<file path="config.mk">
export PLATFORM = sky130hd
export DESIGN_NAME = pgba_div
export DESIGN_NICKNAME = d
export VERILOG_FILES = /design/src/rtl/core/pgba_pkg.sv /design/src/rtl/core/pgba_div.sv
export SDC_FILE = /design/constraint.sdc
export NUM_CORES = 1
export LEC_CHECK = 0
export ABC_AREA = 1
export BUFFER_PORTS_ARGS = -buffer_cell sky130_fd_sc_hd__buf_2
export CAP_MARGIN = 20
export CORE_MARGIN = 2
export CORE_UTILIZATION = 33
export CTS_CLUSTER_SIZE = 24
export DETAILED_ROUTE_END_ITERATION = 10
export PLACE_DENSITY = 0.51
export RECOVER_POWER = 100
export SYNTH_ARGS = -nofsm -noshare
export SYNTH_HDL_FRONTEND = slang
export SYNTH_SLANG_ARGS = --single-unit
</file>
<file path="constraint.sdc">
create_clock -name i_clk -period 5.4 [get_ports i_clk]
set_input_delay 1.08 -clock i_clk [delete_from_list [all_inputs] [get_ports i_clk]]
set_output_delay 1.08 -clock i_clk [all_outputs]
set_load 0.01 [all_outputs]
</file>
<file path="src/rtl/core/pgba_pkg.sv">
// Shared types, sizes and codes for the periodic grid bin averager.
package pgba_pkg;

    localparam int BINS_AXIS1 = 64;
    localparam int BINS_AXIS2 = 64;
    localparam int LAYERS     = 2;
    localparam int WRAP_STEPS = 16;

    localparam int GRID_SIZE = BINS_AXIS1 * BINS_AXIS2;
    localparam int B1_W      = (BINS_AXIS1 > 1) ? $clog2(BINS_AXIS1) : 1;
    localparam int B2_W      = (BINS_AXIS2 > 1) ? $clog2(BINS_AXIS2) : 1;
    localparam int ADDR_W    = (GRID_SIZE > 1) ? $clog2(GRID_SIZE) : 1;
    localparam int LAY_W     = 1;
    localparam int STEP_W    = $clog2(WRAP_STEPS + 1);

    localparam int COORD_W   = 32;
    localparam int CFG_W     = 31;
    localparam int BIN_OUT_W = 6;
    localparam int SUM_W     = 48;
    localparam int CNT_W     = 16;
    localparam int PROD_W    = 2 * CFG_W;

    localparam logic [CNT_W-1:0] COUNT_MAX = '1;
    localparam logic [7:0]       SKIP_KIND = 8'd1;

    localparam logic [CFG_W-1:0] BOX_LEN_RST   = 31'd4194304;
    localparam logic [CFG_W-1:0] BIN_SCALE_RST = 31'd65536;

    localparam int PADDR_W = 4;
    localparam int PDATA_W = 32;

    typedef enum logic [1:0] {
        REG_BOX_T1,
        REG_BOX_T2,
        REG_SCALE_T1,
        REG_SCALE_T2
    } t_reg_idx;

    typedef enum logic [1:0] {
        FN_CLEAR,
        FN_ADD,
        FN_READ,
        FN_NOP
    } t_func;

    typedef enum logic [1:0] {
        ST_OK,
        ST_SKIP,
        ST_WRAP,
        ST_FULL
    } t_status;

    typedef struct packed {
        t_func                      func;
        logic                       block_sel;
        logic signed [COORD_W-1:0]  coord_normal;
        logic signed [COORD_W-1:0]  coord_t1;
        logic signed [COORD_W-1:0]  coord_t2;
        logic [7:0]                 bead_kind;
        logic [BIN_OUT_W-1:0]       read_bin1;
        logic [BIN_OUT_W-1:0]       read_bin2;
    } t_req;

    typedef struct packed {
        logic [BIN_OUT_W-1:0]       bin1_out;
        logic [BIN_OUT_W-1:0]       bin2_out;
        logic signed [COORD_W-1:0]  mean_layer0;
        logic signed [COORD_W-1:0]  mean_layer1;
        logic signed [COORD_W-1:0]  height_mean;
        logic signed [COORD_W-1:0]  thickness_half;
        t_status                    status;
    } t_res;

endpackage

</file>
<file path="src/rtl/core/pgba_div.sv">
// Iterative signed-by-unsigned restoring divider, one quotient bit per cycle.
module pgba_div
    import pgba_pkg::*;
(
    input  logic                    i_clk,
    input  logic                    i_rst_n,
    input  logic                    i_start,
    input  logic signed [SUM_W-1:0] i_dividend,
    input  logic [CNT_W-1:0]        i_divisor,
    output logic                    o_done,
    output logic signed [SUM_W-1:0] o_quot
);

    localparam int ITER_W = $clog2(SUM_W);

    typedef enum logic {
        D_IDLE,
        D_RUN
    } t_dstate;

    t_dstate            r_state;
    logic [ITER_W-1:0]  r_iter;
    logic               r_neg;
    logic [SUM_W-1:0]   r_q;
    logic [CNT_W-1:0]   r_rem;
    logic [CNT_W-1:0]   r_dsr;
    logic               r_done;

    logic [CNT_W:0]     rem_sh;
    logic               ge;

    assign rem_sh = {r_rem, r_q[SUM_W-1]};
    assign ge     = rem_sh >= {1'b0, r_dsr};
    assign o_done = r_done;
    assign o_quot = r_neg ? -$signed(r_q) : $signed(r_q);

    always_ff @(posedge i_clk) begin
        if (!i_rst_n) begin
            r_state <= D_IDLE;
            r_done  <= 1'b0;
            r_iter  <= '0;
        end else begin
            r_done <= 1'b0;
            unique case (r_state)
                D_IDLE: begin
                    if (i_start) begin
                        r_neg   <= i_dividend[SUM_W-1];
                        r_q     <= i_dividend[SUM_W-1] ? SUM_W'(-i_dividend) : i_dividend;
                        r_rem   <= '0;
                        r_dsr   <= i_divisor;
                        r_iter  <= '0;
                        r_state <= D_RUN;
                    end
                end
                D_RUN: begin
                    r_rem  <= ge ? CNT_W'(rem_sh - {1'b0, r_dsr}) : CNT_W'(rem_sh);
                    r_q    <= {r_q[SUM_W-2:0], ge};
                    r_iter <= r_iter + 1'b1;
                    if (r_iter == ITER_W'(SUM_W - 1)) begin
                        r_done  <= 1'b1;
                        r_state <= D_IDLE;
                    end
                end
                default: r_state <= D_IDLE;
            endcase
        end
    end

endmodule

</file>
== Yosys cells after proc, flatten, opt, wreduce, memory -nomap -nowiden ==
Cells that the tools add are included.
Word-level totals
  register bits after elaboration: 89
  logic and storage cells: 31
  output and inout bits: 49
  input bits: 67
Cells by class
  order comparisons: 1
  bitwise operators: 1
  muxes and demuxes: 13
  add/sub/neg operators: 4
  reductions and logical operators: 3
  equal/unequal tests: 2
Operators with widths (count)
  2-to-1 mux 48 bit: 3
  negator 48 bit: 2
  case mux 48 bit (2 select lines): 1
  2-to-1 mux 16 bit: 2
  case mux 16 bit (2 select lines): 1
  >= comparator 17 x 16 -> 1 bit: 1
  subtractor 16 bit: 1
  case mux 6 bit (2 select lines): 1
  adder 6 x 1 -> 6 bit (second input constant): 1
  == test 6 bit (second input constant): 1
  2-to-1 mux 6 bit: 1
  AND reduction 2 bit: 2
  2-to-1 mux 1 bit: 3
  AND reduction 3 bit: 1
  inequality test 2 bit (second input constant): 1
  case mux 1 bit (2 select lines): 1
  inverter 1 bit: 1

== Depth between registers and ports, before layout ==
Gate-level depths: netlist of the first run.
  depth after elaboration: 4
  mapped depth: 14
  gate-level depth less buffers: 13

== Worst setup path before layout of the first run ==
No wires, ideal clock.
  path kind: input-to-reg
  start: in i_rst_n
  end: reg r_q[0], enable pin
  path buffers: 0
  data required time: 4.912 ns
  arrival: 3.869 ns
  stages on the path: 2
  setup time: 0.488 ns
  path slack: 1.043 ns
  cell sequence: inv_1 > nor2_1
Between the ends
  longest elaborated chain between the ends: 1
Ends and longest elaborated chain
  from (decl): RTL line pgba_div.sv:6  | input logic i_rst_n,
  AND reduction 2 bit (no line)
  to (signal assigned): RTL line pgba_div.sv:48  | r_q <= i_dividend[SUM_W-1] ? SUM_W'(-i_dividend) : i_dividend;
  to (signal assigned): RTL line pgba_div.sv:57  | r_q <= {r_q[SUM_W-2:0], ge};
  to (decl): RTL line pgba_div.sv:24  | logic [SUM_W-1:0] r_q;
No other way between the ends.
A chain may end at the register's enable or synchronous reset.

== Final worst setup path of the first run ==
  start: reg r_q[10]
  end: out o_quot[45]
Between the ends
  longest elaborated chain between the ends: 2
Ends and longest elaborated chain
  negator 48 bit: RTL line pgba_div.sv:35  | assign o_quot = r_neg ? -$signed(r_q) : $signed(r_q);
  2-to-1 mux 48 bit: RTL line pgba_div.sv:35
  to (decl): RTL line pgba_div.sv:11  | output logic signed [SUM_W-1:0] o_quot
No other way between the ends.

==> summary.md, run 1 <==
| Metric | Value |
|---|---|
| Post-CTS setup buffers | `0` |
| Maximum vdd drop | `between 0.15 and 0.2 mV` |
| Max Slew Vio Count | `about 150` |
| Failing checks | `capacitance limit, slew limit` |
| Cell-internal power | `between 1 and 1.5 mW` |
| Synthesized net count | `between 1k and 1.5k` |
| Primary FF master, synth | `edfxtp_1` |
| Top cell type's share of synthesized area | `31.2%` |
| WP data required | `approximately 4300 ps` |
| PnR Total Power | `around 2.0 mW` |
| Post-synth EDFFs | `81` |
| Largest net degree at the start of global routing | `65` |
| Setup-failing EPs final | `0` |
| Fin crit share | `between 80% and 90%` |
| Number of diodes | `0` |
| Gpl congestion | `0.904` |
| Clk sinks | `89` |
| F_max | `223 MHz` |
| Syn-to-layout area delta | `13.5%` |
| DRT iter0 DRCs | `~660` |
| Sw power | `a little under 0.7 mW` |
| DRT Pass-1 Iters | `5` |
| Cells after DPL | `around 1.6k` |
| Total grt overflow | `0` |
| Global-route wire length before repair | `roughly 40 mm` |
| Crit-path cells | `nor2_1 > nand2_1 > nor3_1 > nand3_2 > o21ai_0 > nand4_1 > nand2_1 > clkbuf_1` |
| Final Util | `37.9%` |
| Clock buffer count from CTS | `9` |
| Synthesis-stage register bit count | `89` |
| Sequential-to-total area share from yosys stat | `33.3%` |
| Die Y-Extent | `158 um` |
| NumNets Final | `~1.4k` |
| Share of power burned in registers | `42.2%` |
| RSZ-0062 raised after global routing | `no` |
| Clk pwr share | `32.4%` |
| Critical Path Fanout Max | `8` |
| Post-DP HPWL | `between 20 and 25 mm` |
| Async SR Flop Fraction | `0%` |
| Status | `finished with violations` |
| Number of buffers added on ports | `115` |
| IO Count | `between 100 and 150` |
| Critical path capture point type | `primary output` |
| Final hold vios | `0` |
| TNS Setup | `0 ps` |
| Worst-Skew Late Latency | `about 360 ps` |
| Rel. slew slack | `-42.4%` |
| DR vias/cell | `approximately 5.0` |
| Synth area leaders | `edfxtp_1 31%, nand2_1 16%, nor2_1 8.9%` |
| GRT Overall Usage | `a little over a fifth` |
| WL per Instance | `about 16 um` |
| Row Count | `56` |
| Worst Skew | `10.4 ps` |
| Commonest non-fill, non-tap cells in the layout | `323 x nand2_1, 189 x nor2_1, 138 x inv_1, 106 x nand3_1, 81 x edfxtp_1` |
| Max-cap violation count | `3` |
| Vias in the first global route | `approximately 7.4k` |
| Cell taking the most area after synthesis | `edfxtp_1` |
| CP Buf/Inv Count | `1` |
| Most used cell, CP | `nand2_1` |
| # hold bufs at CTS | `0` |
| Area of the core | `roughly 23,000 um^2` |
| Clk pin slew, worst setup/hold paths | `about 70 ps` |
| CP max stage delay | `slightly above 1000 ps` |
| Class of the worst hold path | `reg2reg` |
| Switching Share | `between 30% and 40%` |
| Root Buffer | `clkbuf_16` |
| Leakage power | `3.95 nW` |
| Initial core utilization | `between 30% and 40%` |
| CTS tree | `done` |
| Fraction of layout cells with a size suffix above 1 | `about a tenth` |
| Fin cells | `1,599` |
| H-Tree Depth | `3` |
| Residual DRC | `0` |
| Pwr Density | `between 200 and 250 nW/um^2` |
| Initial antenna violation count | `0` |
| Die Footprint | `between 20,000 and 25,000 um^2` |
| Synth Area per Inst | `6.65 um^2` |
| Final wirelength | `roughly 26 mm` |
| Clock buffer depth | `2` |
| Fill cells | `2,615` |
| Netlist cell types | `47` |
| Critical-path top delay cell | `o21ai_0` |
| Most common cell after layout, fill and taps aside | `nand2_1` |
| Routed Antenna Nets | `0` |
| Via count | `between 7k and 8k` |
| Post-CTS Resized | `0` |
| Worst Max-Slew Pin Slew | `~2100 ps` |
| WS Path Type | `reg2out` |
| CP top delay family | `simple AND/OR/NAND/NOR gates` |
| Comb power frac | `about a quarter` |
| Period minus WS final | `between 4000 and 5000 ps` |
| Chip width | `158 um` |
| Yosys warnings | `0` |
| Mapped Cells | `1,171` |
| Critical Path AT | `~3400 ps` |
| Startpoint Class | `flop` |
| Cell area after synthesis | `7790 um^2` |
## power by group through the flow
stage / clock network [mW] / logic (mW) / registers (mW)
floorplan: 0 / 0.351 / 0.852
global placement: 0 / 0.524 / 0.867
detailed placement: 0 / 0.526 / 0.868
CTS: 0.673 / 0.528 / 0.853
global route: 0.701 / 0.586 / 0.860
finish: 0.657 / 0.516 / 0.855
## flip-flops by register name (all words and copies together), names as in the netlist
name / count
o_done: 1
r_state: 1
r_dsr: 16
r_rem: 16
r_iter: 6
r_neg: 1
r_q: 48
## final timing paths
check	endpoint	start	slack, ps	depth (start not counted)
worst max register to register	r_dsr[12]	r_state	1190	6
worst min register to register	r_iter[1]	r_iter[1]	480	2
worst min-delay path	r_iter[1]	r_iter[1]	480	2
worst max-delay path	o_quot[45]	r_q[10]	910	8
## worst min-delay path: cells and delay by family (launching register included)
family / cells / cell delay (ps)
AOI/OAI and AO/OA: 1 / 50
DFF: 1 / 320
and+or+nand+nor: 1 / 70
## layout make-up
type	count	area (um^2)	share of cell area, %
multi-input combinational	910	4450	50.3
clock inverter	7	76.3	0.863
timing repair buffer	120	554	6.27
clock buffer	9	225	2.55
inverter	145	544	6.16
tap	319	399	4.51
sequential	89	2590	29.3
## cells in the mapped netlist, types with 2 or more instances
cell      number
or2_0          3
buf_1          4
a21oi_1       39
clkinv_1       2
o21ai_4        3
a22oi_1        2
o21ai_0       64
edfxtp_1      81
nor3b_1        2
nand3_1      105
buf_2          3
dfxtp_1        8
o211ai_1       2
o21ai_1       13
or2_1          3
xnor2_1        2
and2_1         2
nor2_2         8
nor3_1         9
nand2_2        8
clkbuf_1      13
nand2_1      323
buf_4          4
nor2_1       185
nand3b_1      18
xor2_1        42
buf_6          3
o21ai_2        6
inv_1        136
nand3_2        5
inv_2          7
nand4_1       32
ha_1          19
nor2_4         2
## stage by stage
| stage | cell area, um^2 | setup slack, ps | hold WS, ps |
|---|---|---|---|
| after floorplan | 7790 | 1040 | 456 |
| after global placement | 8670 | 2030 | 478 |
| after detailed placement | 8670 | 1970 | 476 |
| after CTS | 8970 | 1570 | 485 |
| after global routing | 8840 | 685 | 503 |
| final | 8840 | 907 | 485 |
## layer usage
| layer | part of all wire (%) | global-route usage (%) | up-vias |
|---|---|---|---|
| li1 | - | - | 4039 |
| met1 | 47 | 28.5 | 3695 |
| met5 | 0 | 0 | - |
| met4 | 2.0 | 6.67 | 0 |
| met3 | 4.6 | 2.08 | 30 |
| met2 | 47 | 35.4 | 216 |
## cells by family after synthesis
logic type / share of synthesized area (%)
adders and majority gates: 3.31
buffers and inverters: 8.82
xor gates and xnor gates: 4.95
and+or+nand+nor: 40.0
AOI/OAI and AO/OA: 9.70
DFF: 33.3
(Power assumes the default switching activity.)
==> run 2, diff against run 1 <==
--- a/config.mk
+++ b/config.mk
@@ -12,7 +12,7 @@
 export CORE_UTILIZATION = 33
 export CTS_CLUSTER_SIZE = 24
 export DETAILED_ROUTE_END_ITERATION = 10
-export PLACE_DENSITY = 0.51
+export PLACE_DENSITY = 0.53
 export RECOVER_POWER = 100
 export SYNTH_ARGS = -nofsm -noshare
 export SYNTH_HDL_FRONTEND = slang
==> constraint.sdc (replaced) <==
create_clock -name i_clk -period 3.9 [get_ports i_clk]
set_input_delay 0.78 -clock i_clk [delete_from_list [all_inputs] [get_ports i_clk]]
set_output_delay 0.78 -clock i_clk [all_outputs]
set_load 0.01 [all_outputs]
==> summary.md, run 2 (same netlist as run 1, synthesis figures left out) <==
| Metric | Value |
|---|---|
| Largest net degree at the start of global routing | `63 (was 65)` |
| IO Count | `116 (unchanged)` |
| Crit-path cells | `inv_2 > nand2_2 > nor3_4 > nand3_2 > o21ai_0 > o211ai_1 > nand2_1 > clkbuf_1 (was nor2_1 > nand2_1 > nor3_1 > nand3_2 > o21ai_0 > nand4_1 > nand2_1 > clkbuf_1)` |
| Gpl congestion | `0.920 (was 0.904)` |
| Rel. slew slack | `-43.9% (was -42.4%)` |
| Final hold vios | `0 (unchanged)` |
| DRT Pass-1 Iters | `5 (unchanged)` |
| CP endpoint | `o_quot[33] (was o_quot[45])` |
| Root Buffer | `clkbuf_16 (unchanged)` |
| Die Y-Extent | `158 um (unchanged)` |
| Status | `finished with violations (unchanged)` |
| Crit. Startpoint | `r_q[7] (was r_q[10])` |
| Reg-to-Reg End | `r_rem[14] (was r_dsr[12])` |
| DR vias/cell | `4.92 (was 4.99)` |
| Critical Path Fanout Max | `8 (unchanged)` |
| Fin cells | `1,599 (unchanged)` |
| Maximum vdd drop | `0.215 mV (was 0.154 mV)` |
| DRT iter0 DRCs | `608 (was 656)` |
| RSZ-0062 raised after global routing | `no (unchanged)` |
| Pwr Density | `316 nW/um^2 (was 229 nW/um^2)` |
| Commonest non-fill, non-tap cells in the layout | `326 x nand2_1, 190 x nor2_1, 137 x inv_1, 107 x nand3_1, 81 x edfxtp_1 (was 323 x nand2_1, 189 x nor2_1, 138 x inv_1, 106 x nand3_1, 81 x edfxtp_1)` |
| CTS tree | `done (unchanged)` |
| Worst Max-Slew Pin Slew | `2150 ps (was 2140 ps)` |
| Post-DP HPWL | `20.6 mm (about the same)` |
| Worst-Skew Late Latency | `360 ps (about the same)` |
| Max Slew Vio Count | `67 (was 146)` |
| Cell count of the worst reg-to-reg path | `10 (was 6)` |
| GRT Overall Usage | `21.2% (was 21.1%)` |
| Die Footprint | `24,900 um^2 (unchanged)` |
| Global-route wire length before repair | `40.7 mm (was 39.9 mm)` |
| NumNets Final | `1,362 (unchanged)` |
| Syn-to-layout area delta | `13.5% (about the same)` |
| # hold bufs at CTS | `0 (unchanged)` |
| Post-CTS setup buffers | `0 (unchanged)` |
| Fill cells | `2,556 (was 2,615)` |
| WP data required | `3120 ps (was 4320 ps)` |
| Period minus WS final | `around 3500 ps` |
| Leakage power | `3.96 nW (was 3.95 nW)` |
| Number of diodes | `0 (unchanged)` |
| Clock buffer count from CTS | `9 (unchanged)` |
| Register-to-Register Setup Slack | `640 ps (was 1190 ps)` |
| Final wirelength | `25.7 mm (was 25.9 mm)` |
| Residual DRC | `0 (unchanged)` |
| CP max stage delay | `780 ps (was 1010 ps)` |
| Max-cap violation count | `2 (was 3)` |
| Dpl cell area | `8680 um^2 (was 8670 um^2)` |
| Startpoint Class | `flop (unchanged)` |
| Critical-path top delay cell | `o21ai_0 (unchanged)` |
| Clk pin slew, worst setup/hold paths | `70 ps (about the same)` |
| Worst Skew | `11.3 ps (was 10.4 ps)` |
| WP depth | `8 (unchanged)` |
| Clock buffer depth | `2 (unchanged)` |
| Largest register by flop count | `r_q (unchanged)` |
| WS Path Type | `reg2out (unchanged)` |
| Critical path capture point type | `primary output (unchanged)` |
| Post-CTS Resized | `0 (unchanged)` |
| Vias in the first global route | `7,659 (was 7,432)` |
| Max FFs per register | `48 (unchanged)` |
| CP top delay family | `compound AO/OA/AOI/OAI gates (was simple AND/OR/NAND/NOR gates)` |
| Number of buffers added on ports | `115 (unchanged)` |
| H-Tree Depth | `3 (unchanged)` |
| Failing checks | `capacitance limit, slew limit (unchanged)` |
| Cells after DPL | `1,583 (unchanged)` |
| F_max | `between 200 and 300 MHz` |
| TNS Setup | `0 ps (unchanged)` |
| Initial antenna violation count | `0 (unchanged)` |
| Fraction of layout cells with a size suffix above 1 | `9.45% (was 9.77%)` |
| Setup-failing EPs final | `0 (unchanged)` |
| Total grt overflow | `0 (unchanged)` |
| Chip width | `158 um (unchanged)` |
| Reg2reg start | `r_rem[11] (was r_state)` |
| WL per Instance | `16.1 um (was 16.2 um)` |
| Via count | `7,875 (was 7,980)` |
| Biggest regs | `r_q: 48 flops, r_dsr: 16 flops, r_rem: 16 flops (unchanged)` |
| Most common cell after layout, fill and taps aside | `nand2_1 (unchanged)` |
| Row Count | `56 (unchanged)` |
| Clk sinks | `89 (unchanged)` |
| Critical Path AT | `2690 ps (was 3410 ps)` |
| Initial core utilization | `33.4% (unchanged)` |
| Design area | `8840 um^2 (about the same)` |
| CP Buf/Inv Count | `2 (was 1)` |
| Fin crit share | `between 80 and 90%` |
| Class of the worst hold path | `reg2reg (unchanged)` |
| Area of the core | `23,300 um^2 (unchanged)` |
| Routed Antenna Nets | `0 (unchanged)` |
run 2: cell types whose count changed in the layout (fill, tap and decap cells not counted), moves of 2 or more:
cell      change
o21ai_1       -2
nand2_2       -2
buf_2         -2
o21ai_2       +2
clkbuf_1      +2
nand2_1       +3
run 2: worst min-delay path by stage:
stage,start,to,slack (ps),depth (start not counted)
finish,r_iter[1],r_iter[1],490,2
global placement,r_iter[1],r_iter[1],480,2
CTS,r_iter[1],r_iter[1],490,2
global route,r_iter[1],r_iter[1],540,2
detailed placement,r_iter[1],r_iter[1],480,2
floorplan,r_iter[1],r_iter[1],460,2
run 2: per-layer routing:
metal	vias to the layer above	part of all wire, %	global-route usage (%)	wire (um)
met1	3611	50	31.0	12800
met5	-	0	0	0
met3	27	4.2	2.57	1090
met2	196	44	32.8	11300
met4	0	2.0	5.93	512
li1	4041	-	-	-
run 2: where the power goes:
part	total (mW)	switching [mW]	internal (mW)	leakage [nW]
Clock	0.892	0.395	0.497	0.145
Sequential	1.18	0.0574	1.13	0.839
Combinational	0.716	0.488	0.228	2.97
Total	2.79	0.940	1.85	3.96
run 2: worst min-delay path, delay by kind of cell, from the launching register on:
kind	cells	cell delay (ps)
AOI/OAI and AO/OA	1	50
DFF	1	330
and+or+nand+nor	1	60
run 2: area by class of cell:
| class | count | area [um^2] | area share, % |
|---|---|---|---|
| flip-flops and latches | 89 | 2590 | 29.3 |
| clock inverters | 7 | 68.8 | 0.778 |
| clock buffers | 9 | 225 | 2.55 |
| repair buffers | 120 | 567 | 6.41 |
| multi-input cells | 910 | 4440 | 50.3 |
| well taps | 319 | 399 | 4.52 |
| inverters | 145 | 544 | 6.16 |
run 2: metrics by stage:
stage	total power, mW	hold slack (ps)	setup WS (ps)	util, %
3_3_place_gp	1.93	477	1160	37.2
6_report	2.79	491	429	37.9
4_1_cts	2.83	490	695	38.5
2_1_floorplan	1.66	456	920	-
3_5_place_dp	1.93	479	1080	37.2
5_1_grt	2.95	538	243	37.9
==> run 3, diff against run 2 <==
--- a/config.mk
+++ b/config.mk
@@ -5,14 +5,13 @@
 export SDC_FILE = /design/constraint.sdc
 export NUM_CORES = 1
 export LEC_CHECK = 0
-export ABC_AREA = 1
 export BUFFER_PORTS_ARGS = -buffer_cell sky130_fd_sc_hd__buf_2
 export CAP_MARGIN = 20
 export CORE_MARGIN = 2
 export CORE_UTILIZATION = 33
 export CTS_CLUSTER_SIZE = 24
 export DETAILED_ROUTE_END_ITERATION = 10
-export PLACE_DENSITY = 0.53
+export PLACE_DENSITY = 0.54
 export RECOVER_POWER = 100
 export SYNTH_ARGS = -nofsm -noshare
 export SYNTH_HDL_FRONTEND = slang
==> summary.md, run 3 <==
| Metric | Value |
|---|---|
| Pwr Density | `357 nW/um^2 (was 316 nW/um^2)` |
| Rel. slew slack | `-21.3% (was -43.9%)` |
| Gpl congestion | `0.839 (was 0.920)` |
| Max Slew Vio Count | `140 (was 67)` |
| WL per Instance | `16.5 um (was 16.1 um)` |
| Biggest regs | `r_q: 48 flops, r_dsr: 16 flops, r_rem: 16 flops (unchanged)` |
| Worst-Skew Late Latency | `360 ps (about the same)` |
| F_max | `262 MHz (was 288 MHz)` |
| Netlist cell types | `64 (was 47)` |
| Cell taking the most area after synthesis | `edfxtp_1 (unchanged)` |
| Number of buffers added on ports | `115 (unchanged)` |
| GRT Overall Usage | `17.1% (was 21.2%)` |
| Routed Antenna Nets | `0 (unchanged)` |
| Share of power burned in registers | `43.2% (was 42.4%)` |
| Final wirelength | `17.5 mm (was 25.7 mm)` |
| Crit-path cells | `or3_1 > or4_1 > buf_4 > or2_2 > o41ai_1 > xnor2_1 > buf_2 (was inv_2 > nand2_2 > nor3_4 > nand3_2 > o21ai_0 > o211ai_1 > nand2_1 > clkbuf_1)` |
| Synthesis-stage register bit count | `89 (unchanged)` |
| CP top delay family | `simple AND/OR/NAND/NOR gates (was compound AO/OA/AOI/OAI gates)` |
| Status | `finished with violations (unchanged)` |
| # hold bufs at CTS | `0 (unchanged)` |
| Initial antenna violation count | `0 (unchanged)` |
| Fin cells | `1,061 (was 1,599)` |
| Chip width | `144 um (was 158 um)` |
| Sequential-to-total area share from yosys stat | `40.0% (was 33.3%)` |
| Global-route wire length before repair | `27.6 mm (was 40.7 mm)` |
| Synth area leaders | `edfxtp_1 37%, xnor2_1 7.8%, o21ai_0 6.4% (was edfxtp_1 31%, nand2_1 16%, nor2_1 8.9%)` |
| Clk pin slew, worst setup/hold paths | `70 ps (about the same)` |
| Syn-to-layout area delta | `19.3% (was 13.5%)` |
| Synth Area per Inst | `9.57 um^2 (was 6.65 um^2)` |
| Async SR Flop Fraction | `0% (unchanged)` |
| Row Count | `51 (was 56)` |
| Critical path capture point type | `primary output (unchanged)` |
| Cell area after synthesis | `6490 um^2 (was 7790 um^2)` |
| NumNets Final | `878 (was 1,362)` |
| CTS tree | `done (unchanged)` |
| Class of the worst hold path | `reg2reg (unchanged)` |
| Fin crit share | `97.9% (was 89.0%)` |
| Worst Skew | `8.68 ps (was 11.3 ps)` |
| Failing checks | `capacitance limit, slew limit (unchanged)` |
| DRT Pass-1 Iters | `5 (unchanged)` |
| Worst Max-Slew Pin Slew | `1820 ps (was 2150 ps)` |
| Largest net degree at the start of global routing | `97 (was 63)` |
| Clock buffer count from CTS | `9 (unchanged)` |
| Top cell type's share of synthesized area | `37.5% (was 31.2%)` |
| Setup-failing EPs final | `0 (unchanged)` |
| Cells after DPL | `1,038 (was 1,583)` |
| Maximum vdd drop | `0.159 mV (was 0.215 mV)` |
| Primary FF master, synth | `edfxtp_1 (unchanged)` |
| CP Buf/Inv Count | `2 (unchanged)` |
| Cell-internal power | `1.95 mW (was 1.85 mW)` |
| Mapped Cells | `678 (was 1,171)` |
| Initial core utilization | `33.4% (about the same)` |
| WP data required | `3120 ps (about the same)` |
| Register-to-Register Setup Slack | `990 ps (was 640 ps)` |
| Area of the core | `19,400 um^2 (was 23,300 um^2)` |
| Critical Path Fanout Max | `5 (was 8)` |
| Post-DP HPWL | `12.7 mm (was 20.6 mm)` |
| Most common cell in the netlist | `o21ai_0 (was nand2_1)` |
| Residual DRC | `0 (unchanged)` |
| Die Footprint | `20,800 um^2 (was 24,900 um^2)` |
| Most common cell after layout, fill and taps aside | `buf_2 (was nand2_1)` |
| Vias in the first global route | `5,153 (was 7,659)` |
| Clock buffer depth | `2 (unchanged)` |
| Leakage power | `2.86 nW (was 3.96 nW)` |
| Sw power | `0.816 mW (was 0.940 mW)` |
| Largest register by flop count | `r_q (unchanged)` |
| DR vias/cell | `5.17 (was 4.92)` |
| Via count | `5,490 (was 7,875)` |
| Final Util | `39.9% (was 37.9%)` |
| Total grt overflow | `0 (unchanged)` |
| Yosys warnings | `0 (unchanged)` |
| Fraction of layout cells with a size suffix above 1 | `23.7% (was 9.45%)` |
| Commonest non-fill, non-tap cells in the layout | `111 x buf_2, 83 x o21ai_0, 81 x edfxtp_1, 76 x nand2_1, 58 x xnor2_1 (was 326 x nand2_1, 190 x nor2_1, 137 x inv_1, 107 x nand3_1, 81 x edfxtp_1)` |
| Post-synth EDFFs | `81 (unchanged)` |
| IO Count | `116 (unchanged)` |
| Switching Share | `29.6% (was 33.7%)` |
| Clk sinks | `89 (unchanged)` |
| Critical Path AT | `3040 ps (was 2690 ps)` |
| CP max stage delay | `540 ps (was 780 ps)` |
| Synthesized net count | `765 (was 1,258)` |
| Critical-path top delay cell | `or4_1 (was o21ai_0)` |
| Period minus WS final | `3820 ps (was 3470 ps)` |
| WS Path Type | `reg2out (unchanged)` |
| Startpoint Class | `flop (unchanged)` |
| Comb power frac | `22.0% (was 25.7%)` |
| Root Buffer | `clkbuf_16 (unchanged)` |
| H-Tree Depth | `3 (unchanged)` |
| Synth cell count leaders | `83 x o21ai_0, 81 x edfxtp_1, 77 x nand2_1 (was 323 x nand2_1, 185 x nor2_1, 136 x inv_1)` |
| Final hold vios | `0 (unchanged)` |
| Max FFs per register | `48 (unchanged)` |
| Clk pwr share | `34.8% (was 32.0%)` |
| RSZ-0062 raised after global routing | `yes (was no)` |
| Max-cap violation count | `2 (unchanged)` |
| Die Y-Extent | `144 um (was 158 um)` |
| DRT iter0 DRCs | `275 (was 608)` |
| Number of diodes | `0 (unchanged)` |
-- run 3: changes by cell type after synthesis, sizes merged, moves of 8 or more --
| cell | previous run | this run |
|---|---|---|
| o31ai | 1 | 28 |
| nand4 | 33 | 4 |
| nand2 | 332 | 78 |
| nand3b | 18 | 2 |
| o41ai | 0 | 19 |
| inv | 143 | 24 |
| nor2 | 195 | 19 |
| xnor2 | 2 | 58 |
| nand2b | 0 | 8 |
| a21oi | 39 | 31 |
| or3 | 0 | 14 |
| or4 | 0 | 13 |
| nand3 | 110 | 14 |
| clkbuf | 13 | 23 |
-- run 3: logic make-up after synthesis --
group / synth area share [%]
AOI/OAI and AO/OA: 20.1
adders and majority gates: 3.97
xor gates and xnor gates: 13.4
muxes: 1.18
DFF: 40.0
and+or+nand+nor: 18.1
buffers and inverters: 3.30
-- run 3: routing by layer --
metal | up-vias | part of all wire [%] | wire length, um | track usage [%]
li1 | 2754 | - | - | -
met1 | 2588 | 48 | 8400 | 23.7
met2 | 135 | 46 | 8020 | 27.3
met3 | 13 | 5.0 | 878 | 3.94
met4 | 0 | 0.98 | 172 | 3.93
met5 | - | 0 | 0 | 0
-- run 3: final cells by class --
type                            instances  area (um^2)
Multi-Input combinational cell        534         3700
Fill cell                            2026        11700
Clock buffer                           13          304
Inverter                               24         90.1
Timing Repair Buffer                  133          697
Clock inverter                          3         23.8
Sequential cell                        89         2590
Tap cell                              265          332
-- run 3: stage by stage --
stage	area, um^2	worst slack (ps)	total power, mW	TNS, ps	hold WS, ps
floorplan	6490	844	1.59	0	475
CTS	7690	34.0	2.79	0	517
detailed placement	7360	382	1.82	0	503
finish	7740	81.7	2.76	0	523
global placement	7360	365	1.82	0	511
global route	7740	-59.9	2.90	-221	539
-- run 3: final timing paths --
kind,from,cells past startpoint,endpoint
hold / removal,r_iter[2],1,r_iter[2]
setup reg to reg,r_rem[7],8,r_rem[7]
setup / recovery,r_q[5],7,o_quot[18]
hold reg to reg,r_iter[2],1,r_iter[2]
-- run 3: power groups by stage --
stage	Clock [mW]	Sequential, mW	Combinational, mW
after floorplan	0	1.20	0.392
after global placement	0	1.21	0.605
after detailed placement	0	1.21	0.604
after CTS	0.987	1.19	0.607
after global routing	1.02	1.20	0.680
final	0.961	1.19	0.609
-- run 3: timing repair --
action | CTS | global route
endpoints found under the setup margin | 0 | 12
gates resized for setup | 0 | 4
buffers inserted | 0 | 7
